`config.mk`:
```
export PLATFORM = sky130hd
export DESIGN_NAME = gvns_ring
export DESIGN_NICKNAME = d
export VERILOG_FILES = /design/src/rtl/core/gvns_pkg.sv /design/src/rtl/core/gvns_ring.sv
export SDC_FILE = /design/constraint.sdc
export NUM_CORES = 2
export LEC_CHECK = 0
export ABC_CLOCK_PERIOD_IN_PS = 5490
export BUFFER_PORTS_ARGS = -buffer_cell sky130_fd_sc_hd__clkbuf_2
export CAP_MARGIN = 0
export CORE_MARGIN = 4
export CORE_UTILIZATION = 53
export CTS_BUF_LIST = sky130_fd_sc_hd__clkbuf_8
export CTS_CLUSTER_DIAMETER = 50
export DETAILED_ROUTE_END_ITERATION = 7
export GPL_TIMING_DRIVEN = 0
export PLACE_DENSITY_LB_ADDON = 0.15
export SYNTH_ARGS = -nofsm -noshare
export SYNTH_HDL_FRONTEND = slang
export SYNTH_MEMORY_MAX_BITS = 65536
export SYNTH_SLANG_ARGS = --single-unit
```
`constraint.sdc`:
```
create_clock -name clk -period 5.49 [get_ports clk]
set_input_delay 0 -clock clk [delete_from_list [all_inputs] [get_ports clk]]
set_output_delay 0 -clock clk [all_outputs]
set_load 0.01 [all_outputs]
```
`src/rtl/core/gvns_pkg.sv`:
```
// Shared types and constants of the grid vertex normal stream unit.
// Used by gvns_ring, gvns_norm and the top level; depends on nothing.
package gvns_pkg;

	localparam int COORD_W = 24;
	localparam int EDGE_W  = 25;
	localparam int SUM_W   = 52;
	localparam int R_W     = 31;
	localparam int ROOT_W  = 32;
	localparam int NRM_W   = 16;
	localparam int VNUM_W  = 16;
	localparam int FILL_W  = 8;
	localparam int RL_W    = 6;
	localparam int QUO_W   = 15;

	localparam logic [RL_W-1:0]   ROW_LEN_RESET = 6'd32;
	localparam logic [FILL_W-1:0] FILL_MAX      = 8'd255;
	localparam logic [QUO_W-1:0]  ONE_Q14       = 15'd16384;

	typedef logic signed [COORD_W-1:0] coord_t;
	typedef logic signed [EDGE_W-1:0]  edge_t;
	typedef logic signed [NRM_W-1:0]   nrm_t;

	typedef struct packed {
		coord_t x;
		coord_t y;
		coord_t z;
	} coord3_t;

	typedef struct packed {
		edge_t x;
		edge_t y;
		edge_t z;
	} edge3_t;

	typedef struct packed {
		nrm_t x;
		nrm_t y;
		nrm_t z;
	} nrm3_t;

endpackage

```
`src/rtl/core/gvns_ring.sv`:
```
// Ring store of the most recent vertices, one write and one registered read port.
// Depends on gvns_pkg for the coordinate types.
module gvns_ring #(
	parameter int DEPTH = 64,
	parameter int AW    = 6
) (
	input  logic              clk,
	input  logic              wr_en,
	input  logic [AW-1:0]     wr_addr,
	input  gvns_pkg::coord3_t wr_data,
	input  logic              rd_en,
	input  logic [AW-1:0]     rd_addr,
	output gvns_pkg::coord3_t rd_data
);

	gvns_pkg::coord3_t mem_q [DEPTH];
	gvns_pkg::coord3_t rd_data_q;

	always_ff @(posedge clk) begin
		if (wr_en) begin
			mem_q[wr_addr] <= wr_data;
		end
		if (rd_en) begin
			rd_data_q <= mem_q[rd_addr];
		end
	end

	assign rd_data = rd_data_q;

endmodule

```
Word level (Yosys, flattened, before mapping)
Memories as Yosys holds them, arrays and structs flattened. A register that Yosys moved wholly into a read port is not among the register bits.
Index checks and enable logic that the tools add are counted.
W data, S select, Z words.
{"block": "classes", "muxes": 2, "eq_ne": 0, "mul": 0, "shift": 0, "bitwise": 0, "addsub": 0, "n_div": 0, "magnitude_cmp": 0, "reduce_logical": 0}
{"cell": "$mux W1", "count": 2}
{"block": "word_totals", "mem_bits_ro": 0, "ramBits": 4608, "mem_count": 1, "word_cells": 3, "input_bits": 87, "regBits": 0, "latch_bits": 0, "output_inout_bits": 72}
{"memory": "mem_q", "words": 64, "width": 72, "rd": 1, "rd_clocked_by_memory_dff": 1, "wr": 1, "line": "gvns_ring.sv:16", "source": "gvns_pkg::coord3_t mem_q [DEPTH];"}

Logic depth before layout (Yosys ltp)
{"block": "logic_depth", "depth_word": 2, "depth_mapped": 8, "mapped_depth_nobuf": 4}

Worst setup path before layout
No wires, ideal clock.
{"block": "synth_timing", "path_type": "input port to flip-flop", "start": "input wr_addr[3]", "end": "memory mem_q[48][0] (netlist name), enable pin", "path_stages": 4, "setup_ps": 590, "path_slack_ps": -509, "t_arrival_ps": 5408, "cell_sequence": "clkbuf_1 nor2b_1 nand4b_1 nor3_1"}
{"item": "start: declaration", "line": "gvns_ring.sv:9", "source": "input logic [AW-1:0] wr_addr,"}
{"item": "end: declaration", "line": "gvns_ring.sv:16"}
No word-level cell before the write port.

==> run_results.csv <==
group,metric,value,unit
run_status,outcome,"complete, but fails checks",
run_status,violations,"capacitance limit, slew limit",
synth,yosys.area.top_type_share,79.9,%
clocking,root_buffer,"clkbuf_8",
synth,syn-mean-instance-area,24.1,um^2
route,drcViolationCount,0,
power,power_leakage,0.0649,uW
floorplanning,ios,159,
synth,synthCells,7305,
synth,synth_area,0.176,mm^2
layout,areaGrowthSynthToFinish,16.1,%
clocking,clk_latency,1290,ps
clocking,post_cts_resized,0,
route,vias,92607,
timing,setup_violations,0,
power,powerDensity,347,mW/mm^2
synth,ys_top_cells_by_count,"4680 x edfxtp_1, 1152 x mux4_2, 288 x a22oi_1",
clocking,path_clk_slew,60,ps
global_route,grt_antenna_before_repair,51,
floorplanning,start_util,53.2,%
global_route,grt_use_total,33.2,%
route,dr.pass1.iters,7,
clocking,h-tree-depth,6,
synth,synthTopCellsByArea,"edfxtp_1 80%, mux4_2 15%, a22oi_1 1.2%",
floorplanning,fp-row-count,211,
synth,ys_types,26,
setup_path,critPathMaxFanout,11,
route,vias_per_cell,6.79,
setup_path,crit_required,6520,ps
setup_path,arrival,4310,ps
synth,synth_flop_cell,"edfxtp_1",
route,ant_nets,0,
synth,async_reset_ff_share,0,%
synth,yosysWarnings,0,
route,drt_iter0_drc,15791,
clocking,clock_path_buffers,4,
synth,synth_edf_count,4680,
timing,max_freq,0.305,GHz
power,vdd_drop_max,0.286,mV
global_route,grt_pass1_vias,90133,
synth,yosys.cell_count.top_type,"edfxtp_1",
clocking,clkSinkCount,4680,
placed_design,dp_hpwl,382000,um
timing,hold_violations,0,
timing,fin_crit,3280,ps
hold_path,hold_path_class,"input port to register",
global_route,gr-total-overflow,0,
floorplanning,dieArea,0.341,mm^2
floorplanning,die_y,584,um
clocking,post-cts-setup-buffers,0,
timing,rsz0062_at_grt,"no",
layout,drive_gt1_share,31.0,%
timing,drv_slew,13,
timing,tns,0,ps
clocking,cts_made_buffers,731,
global_route,grt_max_degree,65,
flow_run,drv_cap,5,
setup_path,end_kind,"register",
synth,yosysTopAreaCell,"edfxtp_1",
synth,ys_seq_elements,4680,
timing,tightest_slew,1550,ps
clocking,holdBufCountCts,85,
route,avgRoutedWirePerCell,41.7,um
floorplanning,die_w,584,um
synth,ys_seq_area_share,79.9,%
timing,fin_skew,79.3,ps
global_route,grt_pass1_wl,762000,um
placed_design,gp_congestion,0.836,
placed_design,place_area,0.189,mm^2
floorplanning,core-area,0.331,mm^2
layout,layout.nets,8743,
clocking,cts_tree,"built",
route,routed_wl,569000,um
setup_path,critPathLaunchType,"input port",
layout,fin_area,0.204,mm^2
timing,slew_headroom,-4.00,%
setup_path,critPathKind,"input port to register",
placed_design,portBuffers,151,
synth,synth_nets,7392,
timing,period_share,59.8,%
cells by family (layout without fill, tap and decap cells):
family          Yosys count  after routing  share of synthesized area, %
other cells               0             51                             0
buf+inv                 418           2340                          1.15
flops                  4680           4680                          79.9
compound gates          630            630                          2.73
simple gates            317            317                         0.878
mux                    1260           1260                          15.4
state kept, by name (all words and copies together) (netlist names):
signal / cells
rd_data: 72
mem_q: 4608
critical path, cell delays in order:
cell	delay, ps
buf_2	120
buf_2	330
nand2b_1	150
clkbuf_1	1060
clkbuf_1	1080
o221ai_1	270
nor2_1	740
o211a_1	510
power by group:
| group | internal, uW | leakage, uW | switching, uW |
|---|---|---|---|
| combinational | 1400 | 0.0153 | 2900 |
| sequential | 39700 | 0.0422 | 68.3 |
| clock | 13100 | 0.00747 | 13800 |
| total | 54200 | 0.0649 | 16700 |
metrics by stage:
step / setup slack (ps) / util (%) / power, uW / std cells / hold WS, ps
3_3_place_gp: -5150 / 55.1 / 44400 / 11822 / 423
4_1_cts: 2440 / 61.3 / 71000 / 13499 / 6.63
2_1_floorplan: 1110 / - / 42300 / 7305 / 98.9
5_1_grt: 2220 / 61.8 / 72900 / 13606 / 73.6
3_5_place_dp: 1170 / 57.1 / 44600 / 12110 / 421
6_report: 2210 / 61.8 / 70900 / 13644 / 91.4
cell usage in the layout, fill, tap and decap left out, types with 11 or more instances in the layout:
master and count:
a211oi_1 57, a211oi_2 15, a22oi_1 288, buf_1 23, buf_12 259, buf_16 61, buf_2 231, buf_4 63
bufinv_16 11, clkbuf_1 132, clkbuf_2 118, clkbuf_8 740, clkinv_1 216, clkinv_2 68, clkinvlp_4 13, diode_2 51
dlygate4sd3_1 132, edfxtp_1 4680, inv_1 216, inv_6 14, mux2i_1 108, mux4_2 1152, nand3_1 128, nand3b_1 26
nor2_1 57, nor2_4 63, o211a_1 72, o221ai_1 54, o22ai_1 144
final timing paths:
path | start | depth (start not counted) | slack, ps | end
worst min register to register | mem_q[14][53] | 4 | 950 | rd_data[53]
worst min-delay path | wr_data[7] | 2 | 90 | mem_q[58][7]
worst max-delay path | rd_addr[2] | 8 | 2210 | rd_data[40]
worst max register to register | mem_q[51][36] | 4 | 2820 | rd_data[36]
layout make-up:
| type | instances | area [um^2] |
|---|---|---|
| Clock inverter | 565 | 2900 |
| Tap cell | 4366 | 5460 |
| Clock buffer | 739 | 10200 |
| Buffer | 418 | 2050 |
| Timing Repair Buffer | 618 | 9150 |
| Sequential cell | 4680 | 141000 |
| Antenna cell | 51 | 128 |
| Fill cell | 22473 | 126000 |
| Multi-Input combinational cell | 2207 | 33900 |
metal layers:
layer	part of all wire (%)	vias up	wire, um	GRT usage (%)
li1	-	34771	-	-
met1	35	49378	202000	46.1
met2	45	7208	256000	49.1
met3	14	1240	77900	9.77
met4	5.9	10	33300	16.0
met5	0.011	-	63	0
Power figures use the tool's default switching activity.
